File: src/hdl/lsa_pkg.sv
package lsa_pkg;
  localparam int MaxValues  = 1024;
  localparam int MaxNodes   = 1024;
  localparam int MaxSlots   = 64;
  localparam int BytesWidth = 32;
  localparam int VidW  = 10;
  localparam int NodeW = 10;
  localparam int EndW  = 11;
  localparam int SlotW = 6;
  localparam int CntW  = 7;
  localparam int AlignW = 13;
  localparam int CfgIdxW = 1;
  localparam int CfgDataW = 11;
  localparam int QDepth = 2;

  typedef enum logic [1:0] {
    OpDeclare = 2'd0,
    OpUse     = 2'd1,
    OpPlan    = 2'd2,
    OpRead    = 2'd3
  } op_e;

  localparam logic [CfgIdxW-1:0] RegNodeCount   = 1'd0;
  localparam logic [CfgIdxW-1:0] RegPreserveAll = 1'd1;

  typedef struct packed {
    logic [1:0]            opcode;
    logic [VidW-1:0]       val_idx;
    logic [NodeW-1:0]      node_index;
    logic                  arena_candidate;
    logic [BytesWidth-1:0] byte_count;
    logic [AlignW-1:0]     align_bytes;
    logic                  is_exposed;
    logic [SlotW-1:0]      slot_select;
  } in_item_t;

  typedef struct packed {
    logic                  slot_valid;
    logic [SlotW-1:0]      slot_index;
    logic [NodeW-1:0]      live_start;
    logic [EndW-1:0]       live_end;
    logic [BytesWidth-1:0] slot_bytes;
    logic [AlignW-1:0]     slot_align;
    logic [CntW-1:0]       slots_used;
    logic                  status;
  } out_item_t;

  // classified command passed from front to back
  typedef struct packed {
    op_e                   op;
    logic                  do_alloc;
    logic [VidW-1:0]       val_idx;
    logic [NodeW-1:0]      node_index;
    logic                  force_end;
    logic [BytesWidth-1:0] byte_count;
    logic [AlignW-1:0]     align_bytes;
    logic [SlotW-1:0]      slot_select;
  } cmd_t;
endpackage

File: src/hdl/lsa_if.sv
interface lsa_in_if import lsa_pkg::*; ();
  logic     valid;
  logic     ready;
  in_item_t data;
  modport source (output valid, output data, input ready);
  modport sink (input valid, input data, output ready);
endinterface


File: src/hdl/lsa_front.sv
module lsa_front import lsa_pkg::*; (
  input  logic       clk_i,
  input  logic       rst_ni,
  lsa_in_if.sink     in_ch,
  input  logic       preserve_all_i,
  output logic       cmd_valid_o,
  output cmd_t       cmd_o,
  input  logic       cmd_pop_i
);
  cmd_t             q_mem [QDepth];
  logic [0:0]       wr_q, rd_q;
  logic [1:0]       cnt_q;
  cmd_t             c;
  logic             push;

  always_comb begin
    c.op          = op_e'(in_ch.data.opcode);
    c.do_alloc    = in_ch.data.arena_candidate && (in_ch.data.byte_count != '0);
    c.val_idx     = in_ch.data.val_idx;
    c.node_index  = in_ch.data.node_index;
    c.force_end   = in_ch.data.is_exposed || preserve_all_i;
    c.byte_count  = in_ch.data.byte_count;
    c.align_bytes = (in_ch.data.align_bytes == '0) ? AlignW'(1) : in_ch.data.align_bytes;
    c.slot_select = in_ch.data.slot_select;
  end

  assign in_ch.ready = (cnt_q != 2'(QDepth));
  assign push = in_ch.valid && in_ch.ready;
  assign cmd_valid_o = (cnt_q != '0);
  assign cmd_o = q_mem[rd_q];

  always_ff @(posedge clk_i) begin
    if (push) q_mem[wr_q] <= c;
  end

  always_ff @(posedge clk_i or negedge rst_ni) begin
    if (!rst_ni) begin
      wr_q <= '0; rd_q <= '0; cnt_q <= '0;
    end else begin
      if (push) wr_q <= wr_q + 1'b1;
      if (cmd_pop_i) rd_q <= rd_q + 1'b1;
      cnt_q <= cnt_q + 2'(push) - 2'(cmd_pop_i);
    end
  end
endmodule

File: src/flat_wrapper.sv
// flat-port wrapper written by rule: the top's interface ports become plain ports
module lsa_front_flat import lsa_pkg::*;
  (clk_i, rst_ni, preserve_all_i, cmd_valid_o, cmd_o, cmd_pop_i, in_ch_valid, in_ch_data, in_ch_ready);
  lsa_in_if in_ch_i ();
  input  logic clk_i;
  input  logic rst_ni;
  input  logic preserve_all_i;
  output logic cmd_valid_o;
  output cmd_t cmd_o;
  input  logic cmd_pop_i;
  input wire logic [$bits(in_ch_i.valid)-1:0] in_ch_valid;
  input wire logic [$bits(in_ch_i.data)-1:0] in_ch_data;
  output wire logic [$bits(in_ch_i.ready)-1:0] in_ch_ready;
  assign in_ch_i.valid = in_ch_valid;
  assign in_ch_i.data = in_ch_data;
  assign in_ch_ready = in_ch_i.ready;
  lsa_front u_core (.clk_i(clk_i), .rst_ni(rst_ni), .in_ch(in_ch_i), .preserve_all_i(preserve_all_i), .cmd_valid_o(cmd_valid_o), .cmd_o(cmd_o), .cmd_pop_i(cmd_pop_i));
endmodule
File: config.mk
export PLATFORM = sky130hd
export DESIGN_NAME = lsa_front_flat
export DESIGN_NICKNAME = d
export VERILOG_FILES = /design/src/hdl/lsa_pkg.sv /design/src/hdl/lsa_if.sv /design/src/hdl/lsa_front.sv /design/src/flat_wrapper.sv
export SDC_FILE = /design/constraint.sdc
export NUM_CORES = 1
export LEC_CHECK = 0
export ABC_AREA = 1
export BUFFER_PORTS_ARGS = -buffer_cell sky130_fd_sc_hd__buf_2
export CORE_AREA = 2 2 93 139
export CTS_BUF_LIST = sky130_fd_sc_hd__clkbuf_4 sky130_fd_sc_hd__clkbuf_8
export CTS_CLUSTER_SIZE = 30
export DETAILED_ROUTE_END_ITERATION = 8
export DIE_AREA = 0 0 95 141
export PLACE_DENSITY = 0.75
export SYNTH_ARGS = -nofsm -noshare
export SYNTH_HDL_FRONTEND = slang
export SYNTH_SLANG_ARGS = --single-unit
File: constraint.sdc
create_clock -name clk_i -period 6.3 [get_ports clk_i]
set_input_delay 1.26 -clock clk_i [delete_from_list [all_inputs] [get_ports clk_i]]
set_output_delay 1.26 -clock clk_i [all_outputs]
set_load 0.1 [all_outputs]
After elaboration in Yosys (flattened, before gate mapping)
Memories as Yosys holds them, arrays and structs flattened.
Cells that the tools add are included.
{"block": "classes", "reduce_logical": 6, "eq_ne": 1, "n_mux": 3, "addsub": 4}
{"cell": "$reduce_bool A32 Y1", "n": 1}
{"cell": "$logic_not A13 Y1", "n": 1}
{"cell": "$mux W13", "n": 1}
{"cell": "$add A1 B1 Y1 const B", "n": 2}
{"cell": "$add A2 B1 Y2", "n": 1}
{"cell": "$logic_and A1 B1 Y1", "n": 2}
{"cell": "$mux W1", "n": 2}
{"cell": "$ne A2 B2 Y1 const B", "n": 1}
{"cell": "$reduce_bool A2 Y1", "n": 1}
{"cell": "$sub A2 B1 Y2", "n": 1}
{"cell": "$logic_or A1 B1 Y1", "n": 1}
{"block": "totals", "output_inout_bits": 77, "inputBits": 80, "word_cells": 18, "mem_bits_rw": 150, "n_memories": 1, "reg_bits": 4}
{"memory": "u_core.q_mem", "depth": 2, "word_bits": 75, "read_ports": 1, "rd_ports_with_merged_regs": 0, "wr": 1, "line": "lsa_front.sv:10", "text": "cmd_t q_mem [QDepth];"}

Logic depth before layout (Yosys ltp)
Gate-level depths: netlist (run 1).
{"block": "depth", "word_depth": 4, "mapped_depth": 6, "ltp_nobuf": 6}

Worst setup path after synthesis (run 1)
Ideal clock, no wire load.
{"block": "synth_path", "path_kind": "input to register", "startpoint": "input port in_ch_valid", "endpoint": "memory u_core.q_mem[1][0] (netlist bit), enable pin", "n_path_buf": 0, "cell_stages": 2, "setup_ps": 511, "path_slack_ps": 1238, "arrival_time_ps": 4551, "t_required_ps": 5789, "cell_sequence": "nand2_1 nor2_1"}
{"block": "synth_between", "elab_chain_len": 3}
{"element": "start: declaration", "line": "flat_wrapper.sv:11", "text": "input wire logic [$bits(in_ch_i.valid)-1:0] in_ch_valid;"}
{"element": "$logic_and A1 B1 Y1", "line": "lsa_front.sv:28", "text": "assign push = in_ch.valid && in_ch.ready;"}
{"element": "$mux W1", "line": "lsa_front.sv:33", "text": "if (push) q_mem[wr_q] <= c;"}
{"element": "$mux W1 (implied by the code)", "line": "lsa_front.sv:33"}
{"element": "end: declaration", "line": "lsa_front.sv:10"}
No other way between the ends.

==> metrics.md, run 1 <==
| Metric | Value |
|---|---|
| Synthesis-to-finish area growth | `22.1%` |
| Number of remaining DRC errors | `0` |
| Resized Gates After CTS | `0` |
| Ports | `157` |
| Average size of a mapped cell | `roughly 19 µm²` |
| Cell-by-cell listing of the critical path | `buf_4, mux2_2, buf_2` |
| Slowest stage cell on the critical path | `sky130_fd_sc_hd__dfrtp_4` |
| Startpoint type of the worst setup path | `flop` |
| Number of H-tree branching levels | `4` |
| Hold Path Cell Cnt | `2` |
| Global-route usage over all layers | `~16%` |
| Unrepaired setup endpoints after global routing | `no` |
| Count of standard-cell rows | `50` |
| Pin count of the biggest net entering global routing | `47` |
| Synthesized flop and latch total | `154` |
| Clock-pin slew on the worst setup and hold paths | `0.08 ns` |
| Total setup violations reported at the end of the flow | `0` |
| Commonest register cell after synthesis | `sky130_fd_sc_hd__edfxtp_1` |
| Number of nets with antenna violations after detailed routing | `0` |
| CTS root buffer | `sky130_fd_sc_hd__clkbuf_8` |
| Worst setup EP type | `output pin` |
| Post-route minimum period | `a little under 4 ns` |
| Count of buffers inserted at the top-level ports | `156` |
| Pins over their slew limit | `0` |
| CP peak stage delay | `~0.75 ns` |
| Setup Crit Path Kind | `reg -> out` |
| Slew @ Worst Pin | `1.08 ns` |
| Wire per inst | `16.7 µm` |
| Count of nets after finishing | `roughly 550` |
| Upper clock frequency limit | `0.258 GHz` |
| Crit path max fanout | `46` |
| TritonCTS clock tree | `yes` |
| Dpl hpwl | `around 7200 µm` |
| Post-Syn Area | `5980 µm²` |
| Portion of the post-synthesis area used by sequential elements | `77.0%` |
| Insertion delay to the later sink of the worst-skew pair | `0.42 ns` |
| Placer's final routability congestion estimate | `0.706` |
| Status | `finished, final reports clean` |
| Worst-case reg-to-reg path depth | `4` |
| Floorplan die height | `141 µm` |
| Slew HR | `27.5%` |
| Share of final-layout standard cells stronger than drive strength 1 | `55.8%` |
| Clock Sink Count | `roughly 150` |
| Leading post-synthesis cells by instance count | `sky130_fd_sc_hd__edfxtp_1 (150), sky130_fd_sc_hd__mux2_4 (40), sky130_fd_sc_hd__mux2_2 (35)` |
| Wire length of the first global-routing pass | `15900 µm` |
| Synth cell types | `18` |
| Number of vias after detailed routing | `3132` |
| Buffer depth of the longest clock path | `2` |
| Required time of the critical path | `5.04 ns` |
| Dominant cell type by area after synthesis | `sky130_fd_sc_hd__edfxtp_1` |
| Max-capacitance violation count | `0` |
| Via count of the first global-routing pass | `around 3300` |
| Kind of path behind the tightest hold check | `reg -> reg` |
| Antenna violations before repair | `1` |
| Number of nets in the synthesized netlist | `around 390` |
| Number of hold violations in the final report | `0` |
| 1st-pass router iterations | `5` |
| EDFF count, synth | `150` |
| Number of buffers added to fix hold violations after cts | `0` |
| Overall die area | `13400 µm²` |
| Overall routed net length | `between 10000 and 15000 µm` |
| Count of routing violations after the opening detailed-route iteration | `about 140` |
| Number of warnings reported in the yosys synthesis log | `0` |
| Async SR Flop Fraction | `2.60%` |
| Core Footprint | `12300 µm²` |
| Setup TNS | `0 ns` |
| Die W | `95 µm` |
| Top-count cell post-synth | `sky130_fd_sc_hd__edfxtp_1` |
| Total gr overflow | `0` |
| Fraction of post-synthesis cell area in the top cell type by area | `75.3%` |
| Setup repair bufs after CTS | `0` |
| Arrival time of data at the critical path endpoint | `between 2 and 3 ns` |
| Final period util | `61.4%` |
| Cell types occupying the most area after synthesis | `sky130_fd_sc_hd__edfxtp_1 (75%), sky130_fd_sc_hd__mux2_4 (10%), sky130_fd_sc_hd__mux2_2 (6.6%)` |
| Routed vias/inst | `4.92` |
| Cells after synthesis | `just over 300` |
| Max Clock Skew | `0.00554 ns` |
| TritonCTS Buffers | `17` |
| Starting utilization of the core area | `48.5%` |
-- area by class of cell --
| cell class | instances | area (µm²) |
|---|---|---|
| Antenna cell | 1 | 2.50 |
| Clock buffer | 18 | 241 |
| Clock inverter | 14 | 170 |
| Fill cell | 950 | 5030 |
| Inverter | 6 | 22.5 |
| Multi-Input combinational cell | 129 | 1250 |
| Sequential cell | 154 | 4610 |
| Tap cell | 156 | 195 |
| Timing Repair Buffer | 159 | 803 |
-- worst max-delay path: cells and delay by family (launching register included) --
family | cells | cell delay (ns)
multiplexers | 1 | 0.28
flip-flops | 1 | 0.75
buffers and inverters | 2 | 1.09
-- worst paths after layout --
kind	slack, ns	end	startpoint
min in group asynchronous	0.63	u_core.cnt_q[1]	rst_ni
max reg2reg	3.79	u_core.q_mem[1][9]	u_core.cnt_q[1]
min	0.58	u_core.wr_q	u_core.wr_q
max in group asynchronous	5.53	u_core.rd_q	rst_ni
min reg2reg	0.58	u_core.wr_q	u_core.wr_q
max	2.43	cmd_o[19]	u_core.rd_q
-- logic make-up (layout without fill, tap and decap cells) --
logic type / Yosys count / in the layout / synth area share (%)
simple gates: 48 / 48 / 3.16
flops: 154 / 154 / 77.0
buf+inv: 26 / 197 / 2.26
other cells: 0 / 1 / 0
compound gates: 1 / 1 / 0.0836
mux: 75 / 75 / 16.6
fa+ha+maj: 2 / 2 / 0.418
xor+xnor: 3 / 3 / 0.440
-- through the flow --
stage | cells | hold WS [ns] | area, µm² | util, % | worst slack (ns)
after global routing | 637 | 0.591 | 7300 | 59.2 | 2.26
after CTS | 636 | 0.589 | 7300 | 59.2 | 2.36
final | 637 | 0.583 | 7300 | 59.2 | 2.43
after detailed placement | 604 | 0.570 | 6880 | 55.9 | 2.85
after global placement | 604 | 0.555 | 6880 | 55.9 | 2.86
after floorplan | 309 | 0.487 | 5980 | - | 1.24
-- sequential cells by signal, indices dropped and copies added, names as in the netlist --
| register | cells |
|---|---|
| u_core.q_mem | 150 |
| u_core.cnt_q | 2 |
| u_core.rd_q | 1 |
| u_core.wr_q | 1 |
-- placed cells by master, fill, tap and decap left out --
cell                         count
sky130_fd_sc_hd__buf_2         156
sky130_fd_sc_hd__edfxtp_1      150
sky130_fd_sc_hd__mux2_4         40
sky130_fd_sc_hd__mux2_2         35
sky130_fd_sc_hd__nor2_1         30
sky130_fd_sc_hd__clkbuf_8       17
sky130_fd_sc_hd__nand2_1        12
sky130_fd_sc_hd__inv_1           6
sky130_fd_sc_hd__clkinv_1        3
sky130_fd_sc_hd__clkinvlp_4      3
sky130_fd_sc_hd__bufinv_16       3
sky130_fd_sc_hd__buf_4           3
sky130_fd_sc_hd__dfrtp_1         3
sky130_fd_sc_hd__xnor2_1         2
sky130_fd_sc_hd__nor2_4          2
sky130_fd_sc_hd__or2_2           2
sky130_fd_sc_hd__ha_1            2
sky130_fd_sc_hd__clkinv_4        2
sky130_fd_sc_hd__inv_6           2
sky130_fd_sc_hd__diode_2         1
sky130_fd_sc_hd__nand3_1         1
sky130_fd_sc_hd__nand4_1         1
sky130_fd_sc_hd__o21ai_0         1
sky130_fd_sc_hd__xor2_1          1
sky130_fd_sc_hd__inv_8           1
sky130_fd_sc_hd__clkbuf_4        1
sky130_fd_sc_hd__dfrtp_4         1
-- routing by layer --
layer  GRT usage, %  part of all wire [%]  vias up
met5              0                     0        -
met4           7.78                   2.1        0
met3           4.76                   5.3       15
met2           28.7                    57       97
met1           17.2                    36     1550
li1               -                     -     1470
Power of run 1 is not shown: default switching activity piles up to over one toggle a cycle in this logic, so the estimate is an artifact.
==> inputs of run 2 (changes only) <==
- clock period: 6.3 -> 3.6 ns (I/O delays scaled with it)
==> metrics.md, run 2 (same netlist as run 1, synthesis figures left out) <==
| Metric | Value |
|---|---|
| Arrival time of data at the critical path endpoint | `2.11 ns (-0.50 ns)` |
| PnR worst setup slack | `0.766 ns (-1.67 ns)` |
| CP Launch Point | `u_core.rd_q` |
| Post-route minimum period | `2.83 ns` |
| Via count of the first global-routing pass | `3319 (+0.61%)` |
| Count of buffers inserted at the top-level ports | `156 (unchanged)` |
| Non-filler instance count after layout | `639 (+0.31%)` |
| Global-route usage over all layers | `16.4% (+0.26 points)` |
| Family with the most delay on the worst path | `flip-flops` |
| Final period util | `around four fifths` |
| Slew HR | `61.4% (+34 points)` |
| Clock Sink Count | `154 (unchanged)` |
| Antenna violations before repair | `1 (unchanged)` |
| Placer's final routability congestion estimate | `0.743 (+5.3%)` |
| CTS root buffer | `sky130_fd_sc_hd__clkbuf_8` |
| Overall routed net length | `10600 µm (about the same)` |
| Crit path max fanout | `41 (-11%)` |
| Clock-pin slew on the worst setup and hold paths | `0.08 ns (about the same)` |
| Total setup violations reported at the end of the flow | `0 (unchanged)` |
| Die W | `95 µm (unchanged)` |
| Status | `finished, final reports clean` |
| Total gr overflow | `0 (unchanged)` |
| Ports | `157 (unchanged)` |
| Core Footprint | `12300 µm² (unchanged)` |
| Place WS | `1.19 ns (-1.66 ns)` |
| Number of vias after detailed routing | `3118 (-0.45%)` |
| Launching point of the worst reg2reg path | `u_core.cnt_q[1]` |
| Biggest registers after layout | `u_core.q_mem: 150 flops, u_core.cnt_q: 2 flops` |
| Setup repair bufs after CTS | `0 (unchanged)` |
| Dpl hpwl | `7220 µm (about the same)` |
| Slowest stage cell on the critical path | `sky130_fd_sc_hd__dfrtp_4` |
| Overall die area | `13400 µm² (unchanged)` |
| Wire length of the first global-routing pass | `16200 µm (+1.7%)` |
| Slew @ Worst Pin | `0.579 ns (-0.505 ns)` |
| Number of hold violations in the final report | `0 (unchanged)` |
| Wire per inst | `16.6 µm (-0.29%)` |
| Buffer depth of the longest clock path | `2 (unchanged)` |
| Kind of path behind the tightest hold check | `in -> async` |
| Count of nets after finishing | `552 (+0.55%)` |
| CP peak stage delay | `0.68 ns (-0.07 ns)` |
| Pins over their slew limit | `0 (unchanged)` |
| Max-capacitance violation count | `0 (unchanged)` |
| Commonest non-fill, non-tap cells in the layout | `sky130_fd_sc_hd__buf_2 (156), sky130_fd_sc_hd__edfxtp_1 (150), sky130_fd_sc_hd__mux2_4 (40)` |
| Global-route met3 utilization | `4.65% (-0.11 points)` |
| Worst setup EP type | `output pin` |
| Number of flip-flops under the largest register name | `150 (unchanged)` |
| Resized Gates After CTS | `0 (unchanged)` |
| TritonCTS Buffers | `17 (unchanged)` |
| Filler Cells Inserted | `947 (-0.32%)` |
| Synthesis-to-finish area growth | `23.0%` |
| Buffer and inverter count on the worst path | `2 (unchanged)` |
| Count of standard-cell rows | `50 (unchanged)` |
| Instance count after placement with tap cells included | `607 (+0.50%)` |
| Routed vias/inst | `4.88 (-0.76%)` |
| Count of routing violations after the opening detailed-route iteration | `97 (-29%)` |
| Insertion delay to the later sink of the worst-skew pair | `0.42 ns (about the same)` |
| Global-route met1 utilization | `17.2% (+0.037 points)` |
| Setup Crit Path Kind | `reg -> out` |
| Pin count of the biggest net entering global routing | `44 (-6.4%)` |
| Startpoint type of the worst setup path | `flop` |
| Setup TNS | `0 ns (unchanged)` |
| Cell-by-cell listing of the critical path | `buf_12, mux2_2, buf_2` |
| Top reg by flops | `u_core.q_mem` |
| Most common cell after layout, fill and taps aside | `sky130_fd_sc_hd__buf_2` |
| Layout Utilization | `59.7% (+0.48 points)` |
| Required time of the critical path | `2.88 ns (-2.16 ns)` |
| Max Clock Skew | `0.00991 ns (+0.00437 ns)` |
| Most Used Layer, Global Route | `met2` |
| Number of buffers added to fix hold violations after cts | `0 (unchanged)` |
| Number of H-tree branching levels | `4 (unchanged)` |
| Number of remaining DRC errors | `0 (unchanged)` |
| Number of nets with antenna violations after detailed routing | `0 (unchanged)` |
| Unrepaired setup endpoints after global routing | `no` |
| Met2 Usage GRT | `29.6% (+0.90 points)` |
| Number of antenna repair diodes | `0 (-1)` |
| 1st-pass router iterations | `4 (-1)` |
| Starting utilization of the core area | `48.5% (unchanged)` |
| Share of final-layout standard cells stronger than drive strength 1 | `56.3% (+0.48 points)` |
| Floorplan die height | `141 µm (unchanged)` |
| TritonCTS clock tree | `yes` |
| Upper clock frequency limit | `about 0.35 GHz` |
[run 2: cell types whose count changed in the layout (fill, tap and decap cells not counted)]
cell,before,now
sky130_fd_sc_hd__buf_4,3,5
sky130_fd_sc_hd__buf_12,0,1
sky130_fd_sc_hd__clkinv_4,2,3
sky130_fd_sc_hd__bufinv_16,3,4
sky130_fd_sc_hd__inv_6,2,1
sky130_fd_sc_hd__diode_2,1,0
sky130_fd_sc_hd__clkinv_1,3,2
[run 2: area by class of cell]
cell class | count | area, µm² | share of cell area (%)
Timing Repair Buffer | 162 | 838 | 11.4
Sequential cell | 154 | 4610 | 62.6
Tap cell | 156 | 195 | 2.65
Inverter | 6 | 22.5 | 0.306
Clock buffer | 18 | 241 | 3.28
Clock inverter | 14 | 196 | 2.67
Multi-Input combinational cell | 129 | 1250 | 17.1
[run 2: path summary, 6_finish.rpt]
| check | to | slack (ns) | cells past startpoint |
|---|---|---|---|
| hold reg to reg | u_core.wr_q | 0.59 | 2 |
| max in group asynchronous | u_core.rd_q | 3.38 | 1 |
| min in group clk_i | u_core.q_mem[0][65] | 0.48 | 1 |
| hold / removal | u_core.cnt_q[0] | 0.08 | 1 |
| setup reg to reg | u_core.q_mem[1][43] | 1.94 | 4 |
| setup / recovery | cmd_o[15] | 0.77 | 3 |
[run 2: worst register-to-register path, stage by stage, from the launching register on]
cell,delay (ns)
sky130_fd_sc_hd__dfrtp_1,0.41
sky130_fd_sc_hd__nand2_1,0.10
sky130_fd_sc_hd__nand2_1,0.15
sky130_fd_sc_hd__nor2_4,0.13
sky130_fd_sc_hd__buf_4,0.47
[run 2: metrics by stage]
step / instance area, µm² / hold slack [ns]
2_1_floorplan: 5980 / 0.424
3_5_place_dp: 6920 / 0.530
3_3_place_gp: 6920 / 0.532
4_1_cts: 7360 / 0.0568
5_1_grt: 7360 / 0.0527
6_report: 7360 / 0.0822
[run 2: routing by layer]
layer,vias to the layer above,share of wire (%)
li1,1478,-
met1,1522,37
met5,-,0.14
met3,16,5.2
met4,2,2.1
met2,100,56
Power of run 2 is left out for the same reason.
